`src/design/lbg_pkg.sv`:
```
// Package for the bar-graph code generator: field widths, codes, register
// indexes and reset values. No dependencies.
package lbg_pkg;

    localparam int DEF_MAX_CELLS = 16;

    localparam int LEVEL_W = 8;
    localparam int FS_W    = 8;
    localparam int BC_W    = 5;
    localparam int CODE_W  = 6;
    localparam int IDX_W   = 4;
    localparam int CFG_W   = 8;

    localparam int DIV_STEP = 4;

    localparam int PIX_PER_CELL = 6;
    localparam logic [CODE_W-1:0] CODE_FULL  = 6'd5;
    localparam logic [CODE_W-1:0] CODE_EMPTY = 6'd32;

    localparam logic [FS_W-1:0] FS_RESET = 8'd255;
    localparam logic [BC_W-1:0] BC_RESET = 5'd16;

    typedef enum logic [0:0] {
        REG_FULL_SCALE = 1'b0,
        REG_BAR_CHARS  = 1'b1
    } t_reg_idx;

endpackage

```
`src/design/lcd_bar_graph_codes.sv`:
```
// Bar-graph character code generator, top level.
// Depends on lbg_pkg and lbg_div.
//
// Usage:
//   Slave stream takes one level per transfer. For each level the block emits
//   one cell code per character cell of the bar on the master stream, cell 0
//   first, tlast on the final cell. A bar length of zero emits nothing.
//   Config port writes full_scale (index 0) or bar_chars (index 1); it is
//   always ready. The user must write it only while the block is idle;
//   the block itself does not enforce this.
// Path: input capture, product, divider stages, then the output register.
// Throughput: one cell per cycle on the output while the receiver is ready;
//   the input pipeline (multiply, then the divider at 4 quotient bits per
//   stage) accepts one level per cycle while it has room.
// Reset: pipeline empties, full_scale = 255, bar_chars = 16.
// Stall: when the receiver holds tready low, the output register keeps its
//   cell and the upstream stages fill and then deassert tready in turn;
//   nothing is dropped or repeated.
module lcd_bar_graph_codes #(
    parameter int MAX_CELLS = lbg_pkg::DEF_MAX_CELLS
) (
    input  logic                       i_clk,
    input  logic                       i_rst_n,
    input  logic                       i_s_axis_tvalid,
    output logic                       o_s_axis_tready,
    input  logic [lbg_pkg::LEVEL_W-1:0] i_s_axis_tdata,  // [7:0] level
    output logic                       o_m_axis_tvalid,
    input  logic                       i_m_axis_tready,
    output logic [15:0]                o_m_axis_tdata,  // [5:0] cell_code, [9:6] cell_index
    output logic                       o_m_axis_tlast,  // last_cell
    input  logic                       i_cfg_valid,
    output logic                       o_cfg_ready,
    input  lbg_pkg::t_reg_idx          i_cfg_index,
    input  logic [lbg_pkg::CFG_W-1:0]  i_cfg_data
);
    import lbg_pkg::*;

    localparam int CNT_W  = $clog2(MAX_CELLS + 1);
    localparam int C6_W   = $clog2(MAX_CELLS * PIX_PER_CELL + 1);
    localparam int PROD_W = $clog2(255 * MAX_CELLS * PIX_PER_CELL + 1);

    function automatic logic [CODE_W-1:0] f_code(input logic [PROD_W-1:0] p);
        if (p >= PROD_W'(CODE_FULL)) begin
            return CODE_FULL;
        end else if (p == '0) begin
            return CODE_EMPTY;
        end else begin
            return CODE_W'(p);
        end
    endfunction

    function automatic logic [PROD_W-1:0] f_next(input logic [PROD_W-1:0] p);
        if (p >= PROD_W'(PIX_PER_CELL)) begin
            return p - PROD_W'(PIX_PER_CELL);
        end else begin
            return '0;
        end
    endfunction

    // config registers
    logic [FS_W-1:0] r_full_scale;
    logic [BC_W-1:0] r_bar_chars;

    always_ff @(posedge i_clk) begin
        if (!i_rst_n) begin
            r_full_scale <= FS_RESET;
            r_bar_chars  <= BC_RESET;
        end else if (i_cfg_valid) begin
            unique case (i_cfg_index)
                REG_FULL_SCALE: r_full_scale <= i_cfg_data[FS_W-1:0];
                REG_BAR_CHARS:  r_bar_chars  <= i_cfg_data[BC_W-1:0];
                default: ;
            endcase
        end
    end

    assign o_cfg_ready = 1'b1;

    logic [31:0]      w_bc32;
    logic [CNT_W-1:0] w_cells;
    logic [FS_W-1:0]  w_div;

    assign w_bc32  = 32'(r_bar_chars);
    assign w_cells = (w_bc32 > 32'(MAX_CELLS)) ? CNT_W'(MAX_CELLS) : CNT_W'(w_bc32);
    assign w_div   = (r_full_scale == '0) ? FS_W'(1) : r_full_scale;

    // stage A: input capture
    logic              r_a_v;
    logic [LEVEL_W-1:0] r_a_level;
    logic [CNT_W-1:0]  r_a_cells;
    logic [FS_W-1:0]   r_a_div;
    // stage B: product
    logic              r_b_v;
    logic [PROD_W-1:0] r_b_prod;
    logic [CNT_W-1:0]  r_b_cells;
    logic [FS_W-1:0]   r_b_div;

    logic              w_a_en;
    logic              w_b_en;
    logic              w_div_rdy;
    logic              w_div_v;
    logic [PROD_W-1:0] w_pix;
    logic [CNT_W-1:0]  w_div_cells;
    logic              w_emit_rdy;
    logic [C6_W-1:0]   w_a_c6;

    // output stage
    logic              r_o_valid;
    logic [CODE_W-1:0] r_o_code;
    logic [CNT_W-1:0]  r_o_idx;
    logic              r_o_last;
    logic [PROD_W-1:0] r_rem;
    logic [CNT_W-1:0]  r_cells;
    logic              n_o_valid;

    assign w_emit_rdy      = !r_o_valid || (i_m_axis_tready && r_o_last);
    assign w_b_en          = !r_b_v || w_div_rdy;
    assign w_a_en          = !r_a_v || w_b_en;
    assign o_s_axis_tready = w_a_en;
    assign w_a_c6          = C6_W'(r_a_cells) * C6_W'(PIX_PER_CELL);

    always_ff @(posedge i_clk) begin
        if (!i_rst_n) begin
            r_a_v <= 1'b0;
            r_b_v <= 1'b0;
        end else begin
            if (w_a_en) begin
                r_a_v <= i_s_axis_tvalid && (w_cells != '0);
            end
            if (w_b_en) begin
                r_b_v <= r_a_v;
            end
        end
    end

    always_ff @(posedge i_clk) begin
        if (w_a_en && i_s_axis_tvalid) begin
            r_a_level <= i_s_axis_tdata;
            r_a_cells <= w_cells;
            r_a_div   <= w_div;
        end
        if (w_b_en && r_a_v) begin
            r_b_prod  <= PROD_W'(r_a_level) * PROD_W'(w_a_c6);
            r_b_cells <= r_a_cells;
            r_b_div   <= r_a_div;
        end
    end

    lbg_div #(
        .NUM_W  (PROD_W),
        .DEN_W  (FS_W),
        .SIDE_W (CNT_W)
    ) u_div (
        .i_clk   (i_clk),
        .i_rst_n (i_rst_n),
        .i_valid (r_b_v),
        .o_ready (w_div_rdy),
        .i_num   (r_b_prod),
        .i_den   (r_b_div),
        .i_side  (r_b_cells),
        .o_valid (w_div_v),
        .i_ready (w_emit_rdy),
        .o_quo   (w_pix),
        .o_side  (w_div_cells)
    );

    // cell emitter
    always_comb begin
        n_o_valid = r_o_valid;
        if (w_emit_rdy) begin
            n_o_valid = w_div_v;
        end
    end

    always_ff @(posedge i_clk) begin
        if (!i_rst_n) begin
            r_o_valid <= 1'b0;
        end else begin
            r_o_valid <= n_o_valid;
        end
    end

    always_ff @(posedge i_clk) begin
        if (w_emit_rdy && w_div_v) begin
            r_o_code <= f_code(w_pix);
            r_rem    <= f_next(w_pix);
            r_o_idx  <= '0;
            r_o_last <= (w_div_cells == CNT_W'(1));
            r_cells  <= w_div_cells;
        end else if (r_o_valid && i_m_axis_tready && !r_o_last) begin
            r_o_code <= f_code(r_rem);
            r_rem    <= f_next(r_rem);
            r_o_idx  <= r_o_idx + CNT_W'(1);
            r_o_last <= (r_o_idx + CNT_W'(2) == r_cells);
        end
    end

    assign o_m_axis_tvalid = r_o_valid;
    assign o_m_axis_tdata  = {6'b0, IDX_W'(r_o_idx), r_o_code};
    assign o_m_axis_tlast  = r_o_last;

    a_idx_range: assert property (@(posedge i_clk) disable iff (!i_rst_n)
        r_o_valid |-> (r_o_idx < r_cells))
        else $error("cell index beyond bar length");

    a_last_match: assert property (@(posedge i_clk) disable iff (!i_rst_n)
        r_o_valid |-> (r_o_last == (r_o_idx + CNT_W'(1) == r_cells)))
        else $error("tlast not on final cell");

    a_code_legal: assert property (@(posedge i_clk) disable iff (!i_rst_n)
        r_o_valid |-> (r_o_code == CODE_FULL || r_o_code == CODE_EMPTY ||
                       (r_o_code >= CODE_W'(1) && r_o_code <= CODE_W'(4))))
        else $error("illegal cell code");

    a_idx_step: assert property (@(posedge i_clk) disable iff (!i_rst_n)
        (r_o_valid && i_m_axis_tready && !r_o_last) |=>
            (r_o_valid && r_o_idx == $past(r_o_idx) + CNT_W'(1)))
        else $error("row broken after non-final transfer");

endmodule

```
`src/design/lbg_div.sv`:
```
// Pipelined restoring divider, DIV_STEP quotient bits per stage, with a
// sideband carried along. Depends on lbg_pkg.
module lbg_div #(
    parameter int NUM_W  = 17,
    parameter int DEN_W  = 8,
    parameter int SIDE_W = 5
) (
    input  logic              i_clk,
    input  logic              i_rst_n,
    input  logic              i_valid,
    output logic              o_ready,
    input  logic [NUM_W-1:0]  i_num,
    input  logic [DEN_W-1:0]  i_den,
    input  logic [SIDE_W-1:0] i_side,
    output logic              o_valid,
    input  logic              i_ready,
    output logic [NUM_W-1:0]  o_quo,
    output logic [SIDE_W-1:0] o_side
);
    import lbg_pkg::*;

    localparam int NSTG = (NUM_W + DIV_STEP - 1) / DIV_STEP;
    localparam int NPAD = NSTG * DIV_STEP;

    function automatic logic [DEN_W+NPAD-1:0] f_steps(
        input logic [DEN_W-1:0] rem,
        input logic [NPAD-1:0]  n,
        input logic [DEN_W-1:0] d
    );
        logic [DEN_W-1:0] r;
        logic [NPAD-1:0]  q;
        logic [DEN_W:0]   t;
        r = rem;
        q = n;
        for (int k = 0; k < DIV_STEP; k++) begin
            t = {r, q[NPAD-1]};
            if (t >= {1'b0, d}) begin
                t = t - {1'b0, d};
                q = {q[NPAD-2:0], 1'b1};
            end else begin
                q = {q[NPAD-2:0], 1'b0};
            end
            r = t[DEN_W-1:0];
        end
        return {r, q};
    endfunction

    logic              r_v    [NSTG];
    logic [DEN_W-1:0]  r_rem  [NSTG];
    logic [NPAD-1:0]   r_n    [NSTG];
    logic [DEN_W-1:0]  r_d    [NSTG];
    logic [SIDE_W-1:0] r_side [NSTG];

    logic              w_rdy  [NSTG+1];
    logic              w_iv   [NSTG];
    logic [DEN_W-1:0]  w_irem [NSTG];
    logic [NPAD-1:0]   w_in   [NSTG];
    logic [DEN_W-1:0]  w_id   [NSTG];
    logic [SIDE_W-1:0] w_is   [NSTG];

    always_comb begin
        w_rdy[NSTG] = i_ready;
        for (int g = NSTG - 1; g >= 0; g--) begin
            w_rdy[g] = !r_v[g] || w_rdy[g+1];
        end
        w_iv[0]   = i_valid;
        w_irem[0] = '0;
        w_in[0]   = NPAD'(i_num);
        w_id[0]   = i_den;
        w_is[0]   = i_side;
        for (int g = 1; g < NSTG; g++) begin
            w_iv[g]   = r_v[g-1];
            w_irem[g] = r_rem[g-1];
            w_in[g]   = r_n[g-1];
            w_id[g]   = r_d[g-1];
            w_is[g]   = r_side[g-1];
        end
    end

    for (genvar g = 0; g < NSTG; g++) begin : g_stg
        always_ff @(posedge i_clk) begin
            if (!i_rst_n) begin
                r_v[g] <= 1'b0;
            end else if (w_rdy[g]) begin
                r_v[g] <= w_iv[g];
            end
        end

        always_ff @(posedge i_clk) begin
            if (w_rdy[g] && w_iv[g]) begin
                {r_rem[g], r_n[g]} <= f_steps(w_irem[g], w_in[g], w_id[g]);
                r_d[g]             <= w_id[g];
                r_side[g]          <= w_is[g];
            end
        end
    end

    assign o_ready = w_rdy[0];
    assign o_valid = r_v[NSTG-1];
    assign o_quo   = r_n[NSTG-1][NUM_W-1:0];
    assign o_side  = r_side[NSTG-1];

endmodule

```
`config.mk`:
```
export PLATFORM = sky130hd
export DESIGN_NAME = lcd_bar_graph_codes
export DESIGN_NICKNAME = d
export VERILOG_FILES = /design/src/design/lbg_pkg.sv /design/src/design/lcd_bar_graph_codes.sv /design/src/design/lbg_div.sv
export SDC_FILE = /design/constraint.sdc
export NUM_CORES = 1
export LEC_CHECK = 0
export BUFFER_PORTS_ARGS = -buffer_cell sky130_fd_sc_hd__buf_2
export CORE_AREA = 2 2 201 203
export CTS_CLUSTER_SIZE = 40
export DETAILED_ROUTE_END_ITERATION = 8
export DIE_AREA = 0 0 203 205
export GPL_TIMING_DRIVEN = 0
export HOLD_SLACK_MARGIN = 0.03
export PLACE_DENSITY = 0.66
export SLEW_MARGIN = 10
export SYNTH_ARGS = -nofsm -noshare
export SYNTH_HDL_FRONTEND = slang
export SYNTH_SLANG_ARGS = --single-unit
```
`constraint.sdc`:
```
create_clock -name i_clk -period 8.85 [get_ports i_clk]
set_input_delay 0.885 -clock i_clk [delete_from_list [all_inputs] [get_ports i_clk]]
set_output_delay 0.885 -clock i_clk [all_outputs]
set_load 0.02 [all_outputs]
```
==> results of run 1 <==
repair_timing:
item / CTS / global route
resized for setup: 4 / 33
hold endpoints to repair: 0 / 0
pin swaps: 0 / 2
buffers inserted: 2 / 10
endpoints found under the setup margin: 15 / 19
synthesized netlist by cell type (all sizes together), types with 4 or more instances:
master,count
edfxtp,203
ha,152
inv,141
nand2,113
a21oi,73
xnor2,72
o21ai,71
nor2,59
fa,40
xor2,40
mux2,39
nand3,39
a21o,31
nor2b,30
and2,29
dfxtp,22
nor3,22
buf,21
nand2b,20
nand4,19
mux2i,18
o21bai,18
a21boi,17
o22ai,17
clkbuf,16
o21a,14
nor4,9
or3,8
a211oi,7
a211o,5
a221oi,5
nand3b,5
o22a,5
o31ai,5
or2,5
a221o,4
a31oi,4
o211ai,4
or4,4
final cells by class:
class / count / area (um2) / share of cell area, %
inverter: 142 / 537 / 3.05
tap: 525 / 657 / 3.73
clock buffer: 31 / 712 / 4.04
timing repair buffer: 50 / 343 / 1.95
sequential: 225 / 6540 / 37.1
clock inverter: 14 / 158 / 0.895
buffer: 36 / 208 / 1.18
multi-input combinational: 1052 / 8460 / 48.0
logic make-up after synthesis:
family                     Yosys count  synth area share (%)
buffers and inverters              179                  4.71
other                                2                0.0483
AOI/OAI and AO/OA                  306                  13.3
muxes                               57                  4.18
DFF                                225                  42.0
adders and majority gates          192                  17.4
and+or+nand+nor                    373                  12.0
xor gates and xnor gates           112                  6.31
power groups by stage:
stage,Sequential (mW),Clock (mW),Combinational [mW]
final,1.33,1.07,1.97
after floorplan,1.34,0,1.55
after global routing,1.33,1.14,2.20
after CTS,1.33,1.10,1.93
after detailed placement,1.35,0,1.89
after global placement,1.35,0,1.83
stage by stage:
stage                     cells  worst slack, ns
after floorplan            1456            0.866
after global placement     2015           -0.215
after detailed placement   2019           -0.281
after CTS                  2066           0.0248
after global routing       2075          -0.0380
final                      2075            0.450
sequential cells by signal, indices dropped and copies added (netlist names), 14 cells and up:
name          cells
u_div.r_n        42
u_div.o_quo      15
u_div.r_side     20
u_div.r_d        24
u_div.r_rem      24
r_rem            15
r_b_prod         14
cells in the final DEF, fill, tap and decap left out, types with 9 or more instances in the layout:
cell type,n
edfxtp_1,203
ha_1,151
inv_1,136
nand2_1,112
xnor2_1,72
a21oi_1,69
o21ai_0,63
nor2_1,59
xor2_1,40
fa_1,40
nand3_1,39
buf_2,38
a21o_1,31
mux2_2,31
and2_1,29
nor2b_1,28
clkbuf_16,28
buf_4,27
dfxtp_1,22
nor3_1,21
nand2b_1,20
nand4_1,19
clkbuf_1,18
o21bai_1,17
mux2i_1,15
o22ai_1,15
o21a_1,14
a21boi_0,12
conb_1,12
nor4_1,9
how the worst min path moves through the flow:
| stage | endpoint | slack [ns] | depth (start not counted) |
|---|---|---|---|
| final | u_div.r_n[43] | 0.41 | 0 |
| after global routing | u_div.r_n[63] | 0.42 | 0 |
| after CTS | u_div.r_n[43] | 0.41 | 0 |
| after detailed placement | u_div.r_n[54] | 0.40 | 0 |
| after global placement | u_div.r_n[54] | 0.40 | 0 |
| after floorplan | r_b_div[0] | 0.40 | 0 |
per-layer routing:
metal,vias up,share of wire [%]
met1,5038,46
met5,-,0
met4,0,2.3
met3,50,3.9
met2,209,47
li1,5363,-
==> impl_metrics.yaml, run 1 <==
sta:
  skew_ns: 0.0119
  whs_ns: 0.410
  period_share_pct: 94.9
  maxSlewHeadroom_pct: 38.0
  fin_setup_tns_ns: 0
  max_freq_mhz: 119
  finalSetupViolCount: 0
  slew_viol_final: 0
  tightest_slew_ns: 0.928
  fin_crit_ns: 8.40
  grt_setup_unrepaired: "true"
  hold_violations: 0
routing:
  dr.first_iter.drc_count: 522
  viasPerCell: 5.14
  ant_nets: 0
  num_vias: 10700
  drt_wl_total_mm: 30.6
  wl_per_cell_um: 14.8
  drc_errors: 0
  drt_first_pass_iters: 5
hold_path:
  hp-class: "reg -> reg"
  worstHoldStart: "u_div.r_n[55]"
placement:
  routabilityCongestion: 0.863
  placement.cell_area_um2: 16500
  dpl.hpwl_mm: 23.9
  port_buffers: 34
logic_synthesis:
  synthCells: 1446
  synthArstFlopShare_pct: 0
  ys_seq_elements: 225
  yosysSeqAreaShare_pct: 42.0
  synthTopCellsByArea: "edfxtp_1, ha_1, fa_1"
  syn-mean-instance-area_um2: 10.8
  synth.cell_area_um2: 15600
  synth.distinct_cells: 80
  yosys_warnings: 0
  synthFlopType: "edfxtp_1"
  yosys.area.top_type: "edfxtp_1"
  synth_top_area_share_pct: 39.2
  synth_edf_count: 203
final_layout:
  fillers: 3647
  antenna_cells: 0
  final_core_util_pct: 44.7
  areaGrowthSynthToFinish_pct: 13.2
  design_area_um2: 17600
  final_layout_size_suffix_gt1_share_pct: 12.6
  nNetsFinal: 1746
power:
  p_int_mw: 2.92
  power_mw: 4.37
  ir_drop_v: 0.000159
  leakage_nw: 7.23
  clkPwrFrac_pct: 24.5
  p_sw_share_pct: 33.2
  power.net_switching_mw: 1.45
  power_density_nw_per_um2: 248
  comb_power_share_pct: 45.1
  seq_power_share_pct: 30.4
die:
  core_area_um2: 39400
  ios: 42
  fp.dieArea_um2: 41600
  start_util_pct: 39.5
  fp-row-count: 73
  die_h_um: 205
  die_w_um: 203
critical_path:
  slowest_stage: "edfxtp_1"
  crit_buf_inv: 6
  startpoint_type: "flop"
  worstSetupPathType: "reg -> reg"
  worst_path_largest_cell_delay_ns: 0.45
  critPathLaunch: "u_div.r_d[0][3]"
  rr_worst_depth: 37
  critPathRequiredTime_ns: 9.12
  crit_cells: 37
  cp_max_fo: 10
  regToRegEndpoint: "u_div.r_rem[23]"
  critPathCapture: "u_div.r_rem[23]"
  cp_data_arrival_time_ns: 8.67
  critPathCaptureType: "flop"
  r2r_slack_ns: 0.45
  r2r_start: "u_div.r_d[0][3]"
  cpMostUsedCell: "ha_1"
  cp_top_family: "compound AO/OA/AOI/OAI gates"
run:
  drv_cap: 0
cts:
  cts_root_buffer: "clkbuf_16"
  cts_tree: "done"
  cts_buffers: 25
  cts_hold_buf: 0
  clock_latency_ns: 0.52
  h-tree-depth: 1
  clkTransAtPathRegs_ns: 0.06
  clockBufferDepth: 3
  cts.sinks: 225
grt:
  gr-total-overflow: 0
  use_met2_pct: 26.3
  top_usage_layer: "met2"
  first_global_vias: 10600
  grt_use_total_pct: 15.0
  grt_max_degree: 29
  antenna_found_initial: 0
  gr-usage-met3_pct: 2.21
  use_met1_pct: 19.6
  grt_pass1_wl_mm: 51.4
run_status:
  outcome: "complete, no violations"
Note: power is estimated with default switching activity, not from simulation.
==> run 2, diff against run 1 <==
--- a/config.mk
+++ b/config.mk
@@ -7,13 +7,13 @@
 export LEC_CHECK = 0
 export BUFFER_PORTS_ARGS = -buffer_cell sky130_fd_sc_hd__buf_2
 export CORE_AREA = 2 2 201 203
+export CTS_BUF_LIST = sky130_fd_sc_hd__clkbuf_16
 export CTS_CLUSTER_SIZE = 40
 export DETAILED_ROUTE_END_ITERATION = 8
 export DIE_AREA = 0 0 203 205
 export GPL_TIMING_DRIVEN = 0
 export HOLD_SLACK_MARGIN = 0.03
 export PLACE_DENSITY = 0.66
-export SLEW_MARGIN = 10
 export SYNTH_ARGS = -nofsm -noshare
 export SYNTH_HDL_FRONTEND = slang
 export SYNTH_SLANG_ARGS = --single-unit
==> impl_metrics.yaml, run 2 (synthesized netlist as in run 1, its figures left out) <==
sta:
  slew_viol_final: 0
  fin_crit_ns: 8.39
  whs_ns: 0.415
  fin_ws_ns: 0.462
  finalSetupViolCount: 0
  maxSlewHeadroom_pct: 37.3
  hold_violations: 0
  skew_ns: 0.00821
  period_share_pct: 94.8
  fin_setup_tns_ns: 0
  max_freq_mhz: 119
  tightest_slew_ns: 0.939
routing:
  drt_wl_total_mm: 30.6
  dr_wl_met3_mm: 1.31
  top_layer: "met4"
  num_vias: 10700
  ant_nets: 0
  met2WireLength_mm: 14.7
  wl_met1_mm: 14.0
  wl_per_cell_um: 14.7
  drt_first_pass_iters: 5
  viasPerCell: 5.14
  dr.first_iter.drc_count: 531
  drc_errors: 0
critical_path:
  critPathCaptureType: "flop"
  critPathRequiredTime_ns: 9.12
  slowest_stage: "ha_1"
  worst_path_largest_cell_delay_ns: 0.38
  rr_worst_depth: 36
  cp_data_arrival_time_ns: 8.65
  worstSetupPathType: "reg -> reg"
  startpoint_type: "flop"
  cp_max_fo: 10
final_layout:
  layout_commonest_cell: "edfxtp_1"
  final_layout_size_suffix_gt1_share_pct: 12.8
  final_core_util_pct: 44.7
  final_cell_mix: "edfxtp_1, ha_1, inv_1"
  areaGrowthSynthToFinish_pct: 13.0
  nNetsFinal: 1753
  design_area_um2: 17600
  largest_register_ffs: 42
  antenna_cells: 0
  final_cells: 2082
  fillers: 3668
grt:
  gr-total-overflow: 0
  antenna_found_initial: 0
  first_global_vias: 10500
  grt_max_degree: 37
  grt_use_total_pct: 15.0
  grt_pass1_wl_mm: 51.2
cts:
  clock_latency_ns: 0.52
  cts_root_buffer: "clkbuf_16"
  h-tree-depth: 1
  cts_tree: "done"
  cts.sinks: 225
  cts_buffers: 25
  clkTransAtPathRegs_ns: 0.06
  clockBufferDepth: 3
die:
  ios: 42
  fp-row-count: 73
  fp.dieArea_um2: 41600
  die_h_um: 205
  core_area_um2: 39400
  die_w_um: 203
  start_util_pct: 39.5
power:
  power_density_nw_per_um2: 244
  power_mw: 4.29
  leakage_nw: 7.23
  ir_drop_v: 0.000160
placement:
  routabilityCongestion: 0.863
  port_buffers: 34
  placement.cell_area_um2: 16500
  dpl_worst_slack_ns: -0.317
  placedCellCount: 2019
  dpl.hpwl_mm: 23.9
hold_path:
  hold_depth: 0
  hp-class: "reg -> reg"
run:
  drv_cap: 0
run_status:
  outcome: "complete, no violations"
[run 2: cell count changes in the layout (fill, tap and decap cells not counted), moves of 2 or more]
cell / change
clkbuf_1: -3
clkinv_2: -5
inv_1: +5
clkinvlp_4: +3
clkbuf_4: +2
clkbuf_16: -3
clkinv_1: +4
buf_4: +5
[run 2: cell type report]
cell class | count | area, um2 | share of cell area, %
well taps | 525 | 657 | 3.74
repair buffers | 57 | 383 | 2.18
plain buffers | 36 | 208 | 1.18
inverters | 142 | 537 | 3.05
multi-input cells | 1052 | 8460 | 48.1
flip-flops and latches | 225 | 6540 | 37.2
clock buffers | 25 | 626 | 3.56
clock inverters | 20 | 173 | 0.982
[run 2: worst paths after layout]
| kind | startpoint | end | slack, ns |
|---|---|---|---|
| min reg2reg | u_div.r_side[2][0] | u_div.r_side[3][0] | 0.41 |
| max reg2reg | u_div.r_d[1][5] | u_div.r_rem[15] | 0.46 |
| min | u_div.r_side[2][0] | u_div.r_side[3][0] | 0.41 |
| max | u_div.r_d[1][5] | u_div.r_rem[15] | 0.46 |
[run 2: power by group]
group	switching [mW]	internal [mW]	total, mW	leakage (nW)
Clock	0.393	0.598	0.991	0.403
Combinational	1.01	0.962	1.97	4.79
Sequential	0.0315	1.30	1.33	2.04
Total	1.43	2.86	4.29	7.23
[run 2: critical path, delay by kind of cell (launching register included)]
family / cells / cell delay, ns
flip-flops: 1 / 0.37
AND/OR/NAND/NOR: 4 / 0.54
AO/OA/AOI/OAI: 19 / 3.73
adder cells (fa/ha/maj): 4 / 1.33
multiplexers: 4 / 1.28
buffers and inverters: 5 / 0.89
[run 2: what timing repair did]
item | 4_1_cts | 5_1_grt
gates resized for setup | 5 | 34
hold buffers | 0 | 0
endpoints found under the setup margin | 15 | 20
pin swaps | 0 | 2
setup buffers | 2 | 17
endpoints found under the hold margin | 0 | 0
[run 2: metal layers]
layer	vias up	GRT usage [%]
met5	-	0
met4	0	3.91
met3	48	1.78
met2	216	26.1
met1	5072	19.7
li1	5375	-
